<file path="src/hdl/emf_pkg.sv">
package emf_pkg;

  // Ring and field widths.
  localparam int RING_DEPTH = 5;
  localparam int RING_IW    = 3;
  localparam int RAW_W      = 15;
  localparam int MM_W       = 16;

  // Arithmetic unit widths.
  localparam int MUL_W     = 17;
  localparam int PROD_W    = 2 * MUL_W;
  localparam int DIV_W     = 32;
  localparam int DIVISOR_W = 16;

  // Echo time to distance: mm = us * 343 / 2000.
  localparam logic [MUL_W-1:0]     US_TO_MM_MUL = 17'd343;
  localparam logic [DIVISOR_W-1:0] US_TO_MM_DIV = 16'd2000;

  // The hardware multiplies by 343 / 2000 scaled up by 2^27 and rounded up. The
  // rounding error stays below one part in 2000 for every 16-bit width, so the
  // top bits equal the truncated quotient.
  localparam int          US_TO_MM_SHIFT = 27;
  localparam int          CONV_W         = US_TO_MM_SHIFT + RAW_W;
  localparam logic [24:0] US_TO_MM_RECIP = 25'd23018341;

  // Median search: each round runs through the four queued entries and keeps the
  // smallest; the third round's minimum is the median.
  localparam int MED_STEPS  = RING_DEPTH - 1;
  localparam int MED_ROUNDS = RING_DEPTH / 2 + 1;
  localparam logic [RAW_W-1:0] MED_FILL = '1;

  // Register reset values.
  localparam logic [MM_W-1:0] MIN_MM_RST    = 16'd20;
  localparam logic [MM_W-1:0] MAX_MM_RST    = 16'd4000;
  localparam logic [3:0]      CAL_COUNT_RST = 4'd0;

  typedef enum logic [1:0] {
    CFG_MIN_MM    = 2'd0,
    CFG_MAX_MM    = 2'd1,
    CFG_CAL_COUNT = 2'd2
  } cfg_idx_t;

  typedef enum logic {
    OP_SAMPLE    = 1'b0,
    OP_CAL_WRITE = 1'b1
  } op_t;

  typedef enum logic [3:0] {
    ST_IDLE,
    ST_CONV_MUL,
    ST_RING,
    ST_MED_LOAD,
    ST_MED_STEP,
    ST_MED_DROP,
    ST_CAL_FIRST,
    ST_CAL_LAST,
    ST_CAL_SCAN,
    ST_INT_MUL,
    ST_INT_DIV,
    ST_INT_WAIT,
    ST_INT_FIX,
    ST_OUT
  } state_t;

  typedef struct packed {
    logic                 start;
    logic [DIV_W-1:0]     dividend;
    logic [DIVISOR_W-1:0] divisor;
  } div_req_t;

  typedef struct packed {
    logic busy;
    logic done;
  } div_stat_t;

endpackage

</file>
<file path="src/hdl/emf_div.sv">
module emf_div (
  input  logic                           clk,
  input  logic                           rst_n,
  input  emf_pkg::div_req_t              req,
  output emf_pkg::div_stat_t             stat,
  output logic [emf_pkg::DIV_W-1:0]      quo
);
  import emf_pkg::*;

  localparam int CW = $clog2(DIV_W + 1);

  logic [DIV_W-1:0]     quo_r, quo_nxt;
  logic [DIVISOR_W-1:0] rem_r, rem_nxt;
  logic [DIVISOR_W-1:0] dvs_r, dvs_nxt;
  logic [CW-1:0]        cnt_r, cnt_nxt;
  logic                 busy_r, busy_nxt;
  logic                 done_r, done_nxt;
  logic [DIVISOR_W:0]   trial;
  logic [DIVISOR_W:0]   diff;
  logic                 fits;

  // Restoring division, one quotient bit per cycle, MSB first.
  always_comb begin
    trial    = {rem_r, quo_r[DIV_W-1]};
    diff     = trial - {1'b0, dvs_r};
    fits     = (trial >= {1'b0, dvs_r});
    quo_nxt  = quo_r;
    rem_nxt  = rem_r;
    dvs_nxt  = dvs_r;
    cnt_nxt  = cnt_r;
    busy_nxt = busy_r;
    done_nxt = 1'b0;
    if (req.start) begin
      quo_nxt  = req.dividend;
      rem_nxt  = '0;
      dvs_nxt  = req.divisor;
      cnt_nxt  = CW'(DIV_W);
      busy_nxt = 1'b1;
    end else if (busy_r) begin
      quo_nxt = {quo_r[DIV_W-2:0], fits};
      rem_nxt = fits ? diff[DIVISOR_W-1:0] : trial[DIVISOR_W-1:0];
      cnt_nxt = cnt_r - CW'(1);
      if (cnt_r == CW'(1)) begin
        busy_nxt = 1'b0;
        done_nxt = 1'b1;
      end
    end
  end

  always_ff @(posedge clk) begin
    if (!rst_n) begin
      cnt_r  <= '0;
      busy_r <= 1'b0;
      done_r <= 1'b0;
    end else begin
      cnt_r  <= cnt_nxt;
      busy_r <= busy_nxt;
      done_r <= done_nxt;
    end
  end

  always_ff @(posedge clk) begin
    quo_r <= quo_nxt;
    rem_r <= rem_nxt;
    dvs_r <= dvs_nxt;
  end

  assign stat.busy = busy_r;
  assign stat.done = done_r;
  assign quo       = quo_r;

  a_start_idle: assert property (@(posedge clk) disable iff (!rst_n)
    req.start |-> !busy_r)
    else $error("divider started while busy");

  a_divisor_nonzero: assert property (@(posedge clk) disable iff (!rst_n)
    req.start |-> (req.divisor != '0))
    else $error("divider started with a zero divisor");

  a_rem_bound: assert property (@(posedge clk) disable iff (!rst_n)
    busy_r |-> (rem_r < dvs_r))
    else $error("partial remainder not below divisor");

endmodule

</file>
<file path="src/hdl/echo_median_calibrate_filter_top.sv">
// Channel  Direction  Handshake          Payload
// in_      input      in_valid/in_ready  operation, echo_ok, echo_us, point_index,
//                                        point_raw, point_true
// out_     output     out_valid/out_ready valid_res, raw_mm, smooth_mm, distance_mm
// cfg_     input      cfg_valid/cfg_ready cfg_index, cfg_data
//
// A calibration write item is taken while the sequencer stays idle and yields no result.
// A rejected sample item passes the conversion and ring steps and goes to the output
// register. An accepted one also runs the median search once the ring is full, the
// calibration lookup with its segment scan and, inside a segment, the interpolation,
// which waits on the restoring divider. The unit conversion is a single reciprocal
// multiplication.
// Reset is synchronous and active low; it restores the control registers, empties the
// ring and clears all calibration points. The ring entries themselves are not cleared.
// The block takes one item at a time; in_ready is high only while the sequencer is idle.
// A finished result sits in the output register, so the next item may be
// accepted while out_ready holds it back.
module echo_median_calibrate_filter_top #(
  parameter int CAL_POINTS = 8
) (
  input  logic                          clk,
  input  logic                          rst_n,

  input  logic                          in_valid,
  output logic                          in_ready,
  input  logic                          in_operation,
  input  logic                          in_echo_ok,
  input  logic [15:0]                   in_echo_us,
  input  logic [2:0]                    in_point_index,
  input  logic [emf_pkg::MM_W-1:0]      in_point_raw,
  input  logic [emf_pkg::MM_W-1:0]      in_point_true,

  output logic                          out_valid,
  input  logic                          out_ready,
  output logic                          out_valid_res,
  output logic [emf_pkg::RAW_W-1:0]     out_raw_mm,
  output logic [emf_pkg::RAW_W-1:0]     out_smooth_mm,
  output logic [emf_pkg::MM_W-1:0]      out_distance_mm,

  input  logic                          cfg_valid,
  output logic                          cfg_ready,
  input  logic [1:0]                    cfg_index,
  input  logic [emf_pkg::MM_W-1:0]      cfg_data
);
  import emf_pkg::*;

  // Address width of the calibration tables and width of a point count.
  localparam int CIW = $clog2(CAL_POINTS);
  localparam int CNW = $clog2(CAL_POINTS + 1);

  // Sequencer.
  state_t state_r, state_nxt;

  // Configuration registers.
  logic [MM_W-1:0] min_r;
  logic [MM_W-1:0] max_r;
  logic [3:0]      cal_count_r;

  // Calibration points; reset clears them.
  logic [MM_W-1:0] cal_raw_r  [CAL_POINTS];
  logic [MM_W-1:0] cal_true_r [CAL_POINTS];

  // Sample ring and its bookkeeping.
  logic [RAW_W-1:0]   sample_ring_r [RING_DEPTH];
  logic [RING_IW-1:0] ring_pos_r;
  logic [RING_IW-1:0] fill_r;

  // Item payload and working registers.
  logic                   ok_r;
  logic [15:0]            us_r;
  logic signed [PROD_W-1:0] prod_r;
  logic                   neg_r;
  logic                   acc_r;
  logic [RAW_W-1:0]       raw_r;
  logic [RAW_W-1:0]       smooth_r;
  logic [MM_W-1:0]        cal_val_r;
  logic [MM_W-1:0]        r0_r;
  logic [MM_W-1:0]        t0_r;
  logic [MM_W-1:0]        t1_r;
  logic [DIVISOR_W-1:0]   den_r;
  logic [CNW-1:0]         scan_idx_r;

  // Median search queue.
  logic [RAW_W-1:0] med_q_r [MED_STEPS];
  logic [RAW_W-1:0] cand_r;
  logic [1:0]       step_r;
  logic [1:0]       round_r;

  // Output register.
  logic             out_valid_r;
  logic             out_valid_res_r;
  logic [RAW_W-1:0] out_raw_r;
  logic [RAW_W-1:0] out_smooth_r;
  logic [MM_W-1:0]  out_dist_r;

  // Arithmetic units.
  div_req_t                 div_req;
  div_stat_t                div_stat;
  logic [DIV_W-1:0]         div_quo;
  logic signed [MUL_W-1:0]  mul_a;
  logic signed [MUL_W-1:0]  mul_b;
  logic signed [PROD_W-1:0] mul_p;

  // Combinational helpers.
  logic                     in_acc;
  logic                     cal_we;
  logic [CNW-1:0]           cal_n;
  logic [CNW-1:0]           last_idx;
  logic [CIW-1:0]           cal_addr;
  logic [MM_W-1:0]          cal_rd_raw;
  logic [MM_W-1:0]          cal_rd_true;
  logic [MM_W-1:0]          v16;
  logic [CONV_W-1:0]        conv_p;
  logic [RAW_W-1:0]         conv_raw;
  logic                     reject;
  logic [RING_IW-1:0]       fill_inc;
  logic [RING_IW-1:0]       pos_next;
  logic                     seg_hit;
  logic [RAW_W-1:0]         med_lo;
  logic [RAW_W-1:0]         med_hi;
  logic                     med_last_step;
  logic                     med_last_round;
  logic signed [PROD_W-1:0] prod_abs;
  logic signed [17:0]       q_s;
  logic signed [17:0]       q_adj;
  logic signed [17:0]       interp;
  logic [MM_W-1:0]          interp_sat;
  logic [MM_W-1:0]          clamp_v;
  logic                     out_load;

  emf_div u_div (
    .clk   (clk),
    .rst_n (rst_n),
    .req   (div_req),
    .stat  (div_stat),
    .quo   (div_quo)
  );

  assign mul_p = mul_a * mul_b;

  always_comb begin
    in_acc   = in_valid && in_ready;
    cal_we   = in_acc && (in_operation == OP_CAL_WRITE) &&
               (32'(in_point_index) < CAL_POINTS);
    cal_n    = (32'(cal_count_r) > CAL_POINTS) ? CNW'(CAL_POINTS) : CNW'(cal_count_r);
    last_idx = cal_n - CNW'(1);
    v16      = {1'b0, smooth_r};
    // Echo width to millimetres as a constant multiplication by the scaled reciprocal.
    conv_p   = CONV_W'(us_r) * CONV_W'(US_TO_MM_RECIP);
    conv_raw = conv_p[US_TO_MM_SHIFT +: RAW_W];
    reject   = !ok_r || ({1'b0, raw_r} < min_r);
    fill_inc = (fill_r < RING_IW'(RING_DEPTH)) ? fill_r + RING_IW'(1) : fill_r;
    pos_next = (ring_pos_r == RING_IW'(RING_DEPTH - 1)) ? '0 : ring_pos_r + RING_IW'(1);
    cal_rd_raw  = cal_raw_r[cal_addr];
    cal_rd_true = cal_true_r[cal_addr];
    seg_hit  = (r0_r <= v16) && (v16 <= cal_rd_raw);
    med_lo   = (cand_r <= med_q_r[0]) ? cand_r : med_q_r[0];
    med_hi   = (cand_r <= med_q_r[0]) ? med_q_r[0] : cand_r;
    med_last_step  = (step_r == 2'(MED_STEPS - 1));
    med_last_round = (round_r == 2'(MED_ROUNDS - 1));
    prod_abs = prod_r[PROD_W-1] ? -prod_r : prod_r;
    // The quotient magnitude never exceeds the true-value step, so 17 bits hold it.
    q_s      = signed'({1'b0, div_quo[16:0]});
    q_adj    = neg_r ? -q_s : q_s;
    interp   = signed'({2'b00, t0_r}) + q_adj;
    if (interp < 0) begin
      interp_sat = '0;
    end else if (interp > 18'sd65535) begin
      interp_sat = '1;
    end else begin
      interp_sat = interp[MM_W-1:0];
    end
    // With crossed bounds, a value below min_r gets min_r and any other gets max_r.
    if (cal_val_r < min_r) begin
      clamp_v = min_r;
    end else if (cal_val_r > max_r) begin
      clamp_v = max_r;
    end else begin
      clamp_v = cal_val_r;
    end
    out_load = (state_r == ST_OUT) && (!out_valid_r || out_ready);
  end

  // Next-state logic.
  always_comb begin
    state_nxt = state_r;
    case (state_r)
      ST_IDLE: begin
        if (in_valid && (in_operation == OP_SAMPLE)) begin
          state_nxt = ST_CONV_MUL;
        end
      end
      ST_CONV_MUL:  state_nxt = ST_RING;
      ST_RING: begin
        if (reject) begin
          state_nxt = ST_OUT;
        end else if (fill_inc == RING_IW'(RING_DEPTH)) begin
          state_nxt = ST_MED_LOAD;
        end else begin
          state_nxt = ST_CAL_FIRST;
        end
      end
      ST_MED_LOAD: state_nxt = ST_MED_STEP;
      ST_MED_STEP: begin
        if (med_last_step) begin
          state_nxt = med_last_round ? ST_CAL_FIRST : ST_MED_DROP;
        end
      end
      ST_MED_DROP: state_nxt = ST_MED_STEP;
      ST_CAL_FIRST: begin
        if ((cal_n < CNW'(2)) || (v16 <= cal_rd_raw)) begin
          state_nxt = ST_OUT;
        end else begin
          state_nxt = ST_CAL_LAST;
        end
      end
      ST_CAL_LAST: begin
        state_nxt = (v16 >= cal_rd_raw) ? ST_OUT : ST_CAL_SCAN;
      end
      ST_CAL_SCAN: begin
        if (seg_hit) begin
          state_nxt = (cal_rd_raw == r0_r) ? ST_OUT : ST_INT_MUL;
        end else if (scan_idx_r == last_idx) begin
          state_nxt = ST_OUT;
        end
      end
      ST_INT_MUL:  state_nxt = ST_INT_DIV;
      ST_INT_DIV:  state_nxt = ST_INT_WAIT;
      ST_INT_WAIT: begin
        if (div_stat.done) begin
          state_nxt = ST_INT_FIX;
        end
      end
      ST_INT_FIX: state_nxt = ST_OUT;
      ST_OUT: begin
        if (out_load) begin
          state_nxt = ST_IDLE;
        end
      end
      default: state_nxt = ST_IDLE;
    endcase
  end

  // Sequencer outputs: handshake, arithmetic unit operands and table address.
  always_comb begin
    in_ready         = (state_r == ST_IDLE);
    mul_a            = signed'({1'b0, v16 - r0_r});
    mul_b            = signed'({1'b0, t1_r}) - signed'({1'b0, t0_r});
    div_req.start    = 1'b0;
    div_req.dividend = prod_abs[DIV_W-1:0];
    div_req.divisor  = den_r;
    cal_addr         = scan_idx_r[CIW-1:0];
    case (state_r)
      ST_INT_DIV:   div_req.start = 1'b1;
      ST_CAL_FIRST: cal_addr = '0;
      ST_CAL_LAST:  cal_addr = last_idx[CIW-1:0];
      default: ;
    endcase
  end

  // Control state.
  always_ff @(posedge clk) begin
    if (!rst_n) begin
      state_r     <= ST_IDLE;
      min_r       <= MIN_MM_RST;
      max_r       <= MAX_MM_RST;
      cal_count_r <= CAL_COUNT_RST;
      ring_pos_r  <= '0;
      fill_r      <= '0;
      out_valid_r <= 1'b0;
      for (int i = 0; i < CAL_POINTS; i++) begin
        cal_raw_r[i]  <= '0;
        cal_true_r[i] <= '0;
      end
    end else begin
      state_r <= state_nxt;
      if (cfg_valid && cfg_ready) begin
        case (cfg_index)
          CFG_MIN_MM:    min_r       <= cfg_data;
          CFG_MAX_MM:    max_r       <= cfg_data;
          CFG_CAL_COUNT: cal_count_r <= cfg_data[3:0];
          default: ;
        endcase
      end
      if (cal_we) begin
        cal_raw_r[CIW'(in_point_index)]  <= in_point_raw;
        cal_true_r[CIW'(in_point_index)] <= in_point_true;
      end
      // A rejected sample restarts the fill; an accepted one advances the ring.
      if (state_r == ST_RING) begin
        if (reject) begin
          ring_pos_r <= '0;
          fill_r     <= '0;
        end else begin
          ring_pos_r <= pos_next;
          fill_r     <= fill_inc;
        end
      end
      if (out_load) begin
        out_valid_r <= 1'b1;
      end else if (out_ready) begin
        out_valid_r <= 1'b0;
      end
    end
  end

  // Datapath registers.
  always_ff @(posedge clk) begin
    case (state_r)
      ST_IDLE: begin
        ok_r <= in_echo_ok;
        us_r <= in_echo_us;
      end
      ST_CONV_MUL: raw_r <= conv_raw;
      ST_RING: begin
        smooth_r <= raw_r;
        acc_r    <= !reject;
        if (!reject) begin
          sample_ring_r[ring_pos_r] <= raw_r;
        end
      end
      ST_MED_LOAD: begin
        cand_r  <= sample_ring_r[0];
        for (int i = 0; i < MED_STEPS; i++) begin
          med_q_r[i] <= sample_ring_r[i + 1];
        end
        step_r  <= '0;
        round_r <= '0;
      end
      ST_MED_STEP: begin
        // Rotate the queue; the smaller value stays as the candidate.
        for (int i = 0; i < MED_STEPS - 1; i++) begin
          med_q_r[i] <= med_q_r[i + 1];
        end
        med_q_r[MED_STEPS-1] <= med_hi;
        cand_r   <= med_lo;
        step_r   <= step_r + 2'd1;
        smooth_r <= med_lo;
      end
      ST_MED_DROP: begin
        // Discard the round's minimum and pad the queue with a value that never wins.
        cand_r <= med_q_r[0];
        for (int i = 0; i < MED_STEPS - 1; i++) begin
          med_q_r[i] <= med_q_r[i + 1];
        end
        med_q_r[MED_STEPS-1] <= MED_FILL;
        step_r  <= '0;
        round_r <= round_r + 2'd1;
      end
      ST_CAL_FIRST: begin
        r0_r       <= cal_rd_raw;
        t0_r       <= cal_rd_true;
        scan_idx_r <= CNW'(1);
        if (cal_n < CNW'(2)) begin
          cal_val_r <= v16;
        end else begin
          cal_val_r <= cal_rd_true;
        end
      end
      ST_CAL_LAST: cal_val_r <= cal_rd_true;
      ST_CAL_SCAN: begin
        if (seg_hit) begin
          cal_val_r <= t0_r;
          t1_r      <= cal_rd_true;
          den_r     <= cal_rd_raw - r0_r;
        end else begin
          // Points that never bracket the value leave it uncalibrated.
          cal_val_r  <= v16;
          r0_r       <= cal_rd_raw;
          t0_r       <= cal_rd_true;
          scan_idx_r <= scan_idx_r + CNW'(1);
        end
      end
      ST_INT_MUL: prod_r <= mul_p;
      ST_INT_DIV: neg_r  <= prod_r[PROD_W-1];
      ST_INT_FIX: cal_val_r <= interp_sat;
      ST_OUT: begin
        if (out_load) begin
          out_valid_res_r <= acc_r;
          out_raw_r       <= acc_r ? raw_r : '0;
          out_smooth_r    <= acc_r ? smooth_r : '0;
          out_dist_r      <= acc_r ? clamp_v : '0;
        end
      end
      default: ;
    endcase
  end

  assign cfg_ready       = 1'b1;
  assign out_valid       = out_valid_r;
  assign out_valid_res   = out_valid_res_r;
  assign out_raw_mm      = out_raw_r;
  assign out_smooth_mm   = out_smooth_r;
  assign out_distance_mm = out_dist_r;

  a_fill_tracks_pos: assert property (@(posedge clk) disable iff (!rst_n)
    (fill_r < RING_IW'(RING_DEPTH)) |-> (ring_pos_r == fill_r))
    else $error("ring position out of step with fill count");

  a_reject_zero: assert property (@(posedge clk) disable iff (!rst_n)
    (out_valid_r && !out_valid_res_r) |->
      ((out_raw_r == '0) && (out_smooth_r == '0) && (out_dist_r == '0)))
    else $error("rejected sample carries nonzero fields");

  a_idle_div_free: assert property (@(posedge clk) disable iff (!rst_n)
    (state_r == ST_IDLE) |-> !div_stat.busy)
    else $error("divider still busy while sequencer idle");

endmodule
</file>
<file path="config.mk">
export PLATFORM = sky130hd
export DESIGN_NAME = echo_median_calibrate_filter_top
export DESIGN_NICKNAME = d
export VERILOG_FILES = /design/src/hdl/emf_pkg.sv /design/src/hdl/emf_div.sv /design/src/hdl/echo_median_calibrate_filter_top.sv
export SDC_FILE = /design/constraint.sdc
export NUM_CORES = 2
export LEC_CHECK = 0
export ABC_AREA = 1
export BUFFER_PORTS_ARGS = -buffer_cell sky130_fd_sc_hd__buf_2
export CAP_MARGIN = 20
export CELL_PAD_IN_SITES_DETAIL_PLACEMENT = 0
export CELL_PAD_IN_SITES_GLOBAL_PLACEMENT = 1
export CORE_ASPECT_RATIO = 1.4
export CORE_MARGIN = 1.5
export CORE_UTILIZATION = 45
export DETAILED_ROUTE_END_ITERATION = 8
export HOLD_SLACK_MARGIN = 0.15
export PLACE_DENSITY_LB_ADDON = 0.1
export SLEW_MARGIN = 25
export SYNTH_ARGS = -nofsm -noshare
export SYNTH_HDL_FRONTEND = slang
export SYNTH_SLANG_ARGS = --single-unit
</file>
<file path="constraint.sdc">
create_clock -name clk -period 10.98 [get_ports clk]
set_clock_uncertainty 0.1 [all_clocks]
set_input_delay 2.745 -clock clk [delete_from_list [all_inputs] [get_ports clk]]
set_output_delay 2.745 -clock clk [all_outputs]
set_load 0.02 [all_outputs]
</file>
==> run metrics <==
status finished, final reports clean; predominant post-synthesis flop cell edfxtp_1; Num CTS Buffers 79; Chip Height 409 um; achievable frequency 116 MHz; Async SR Flop Fraction 0; hold_sp den_r[10]; endpoints failing hold 0; normalized max-slew margin 0.275; slowest stage cell, crit path fa_1; Seq/Total Area, Yosys 0.400; largest family of logic cells by synthesized area adder cells; Detailed Route WL 163000 um; drt initial violations 2616; Synth area leader edfxtp_1; largest stage delay on the critical path 0.58 ns; post-synthesis compound-gate area fraction 0.0956; hold path endpoint u_div.dvs_r[10]; Clock Root Buffer clkbuf_16; main area contributors after synthesis edfxtp_1, fa_1, ha_1; #FFs+latches synth 735; number of gates resized after CTS 0; hold path cells 0; maxcap violations 0; CTS clk-pin slew, worst paths 0.07 ns; Global Route Usage Sum 0.276; die outline width 293 um; global route overflow 0; row count 148; number of I/O pins 126; distinct cell type count after synthesis 61; die area 120000 um^2; startpoint types flip-flop; commonest cells after routing, fill and taps aside inv_1, nand2_1, nor2_1; Residual DRC 0; Max Buffers Root-to-Sink 3; critical path arrival 8.98 ns; post-synthesis mux area share 0.00594; Ant. Diodes 0; R2R depth 29; post-synth top area share 0.367; hold buffers post-CTS 0; Vias 39500; Synth Area in Simple Gates 0.144; synthesized area per cell 9.33 um^2; pin count of the biggest net entering global routing 69; FF-to-FF setup slack 2.34 ns; Warnings, synthesis 0; Post-Syn Instances 5688; Crit. End Element flip-flop; Slew @ Worst Pin 1.09 ns; Routability Congestion 0.970; Critical Setup Path Class reg2reg; synth-to-layout area growth 9.83%; Starting Density 0.455; vias in the first global route 40900; # port buffers 123; average routed wire per standard cell 22.2 um; Initial DRT Pass Iterations 5; RSZ-0062 raised after global routing false; commonest non-fill, non-tap cell in the layout inv_1; Antenna Nets Post-Route 0; HP Class reg2reg; vias per cell 5.36; Post-synth EDFFs 649; first-pass GRT wire length 248000 um; fin crit period 8.64 ns; clock sink total 735; CP dominant cell by count fa_1; final setup vio count 0; Detailed Place HPWL 123000 um; layout cells sized above 1 0.0774; initial antenna violation count 3; Setup Buffers After CTS 0; worst-path maximum fanout 11; Post-Route Setup TNS 0 ns; Critical Path RT 11.32 ns; Post-Synth XOR/XNOR Area 0.0264; Core Box Area 117000 um^2; RR Startpoint t0_r[0]; H-Tree Depth 3; Synth Area in Adders 0.243; Worst R2R End prod_r[25]; period utilization 0.787; Net Count, Synth 6571; worst skew pair latency 0.72 ns; # nets final 6679; CTS tree done; synthesized area 53100 um^2; Max Slew Vio Count 0
-- layer usage --
layer  wire length, um  track usage  share of wire  vias up
met3              7320       0.0373          0.045      315
met5                13            0       0.000080        -
met2             85000        0.505           0.52      981
met4              6840        0.114          0.042        2
li1                  -            -              -    18800
met1             64100        0.324           0.39    19400
-- synthesized netlist by cell type, types with 8 or more instances --
cell type / number
nand2_2: 19
o31ai_1: 12
edfxtp_1: 649
xnor2_1: 56
o21ai_1: 22
inv_1: 981
a21oi_1: 291
clkbuf_1: 136
nand3_1: 154
o211ai_1: 21
buf_2: 27
nor4_1: 15
xor2_1: 102
o21ai_0: 393
nand4_1: 51
fa_1: 375
mux2_2: 28
buf_4: 8
a31oi_1: 17
ha_1: 432
nand2_1: 849
o211ai_2: 12
nor3_1: 39
o21bai_1: 28
nand3b_1: 8
a21o_1: 12
nor2_1: 711
dfxtp_1: 86
o22ai_1: 62
inv_2: 12
-- state kept, by name (all words and copies together) (netlist names), 14 cells and up --
name	flops
cal_raw_r	128
cal_true_r	128
sample_ring_r	70
med_q_r	60
prod_r	33
u_div.quo	32
cal_val_r	16
den_r	16
max_r	16
min_r	16
out_distance_mm	16
r0_r	16
t0_r	16
t1_r	16
u_div.dvs_r	16
u_div.rem_r	16
us_r	16
cand_r	15
out_smooth_mm	15
smooth_r	15
out_raw_mm	14
raw_r	14
-- cell families (layout without fill, tap and decap cells) --
family	Yosys count	in the layout
AOI/OAI and AO/OA	910	910
muxes	28	28
xor gates and xnor gates	159	159
buffers and inverters	1176	1350
adders and majority gates	807	807
and+or+nand+nor	1871	1871
other	2	2
DFF	735	735
-- critical path: cells and delay by family (launching register included) --
kind            cells  cell delay, ns
flops               1            0.45
fa+ha+maj           9            4.22
buf+inv             5            0.64
xor+xnor            1            0.14
compound gates      6            1.46
simple gates        8            1.34
-- stage by stage --
step	instance area, um^2	utilization	instances	hold WS [ns]	setup slack [ns]
global route	58300	0.500	7362	0.326	1.87
finish	58300	0.500	7362	0.321	2.34
CTS	58300	0.500	7362	0.321	2.45
global placement	55500	0.476	7215	0.302	2.62
floorplan	53100	-	5688	0.300	3.36
detailed placement	55500	0.476	7215	0.305	2.51
-- how the worst max path moves through the flow --
stage / from / end / slack (ns) / depth (start not counted)
global placement: t0_r[0] / prod_r[27] / 2.62 / 33
floorplan: t0_r[0] / prod_r[27] / 3.36 / 31
CTS: t0_r[0] / prod_r[25] / 2.45 / 29
detailed placement: t0_r[0] / prod_r[27] / 2.51 / 29
global route: t0_r[0] / prod_r[25] / 1.87 / 29
finish: t0_r[0] / prod_r[25] / 2.34 / 29
-- final cells by class --
type | count | area [um^2]
Clock buffer | 89 | 2010
Clock inverter | 58 | 761
Fill cell | 11100 | 58400
Inverter | 999 | 3750
Multi-Input combinational cell | 3777 | 27500
Sequential cell | 735 | 21200
Tap cell | 1500 | 1880
Timing Repair Buffer | 204 | 1220
Power is left out: the tool's default activity adds up to more than one toggle a clock period on the data nets, which glitch-free logic cannot reach.
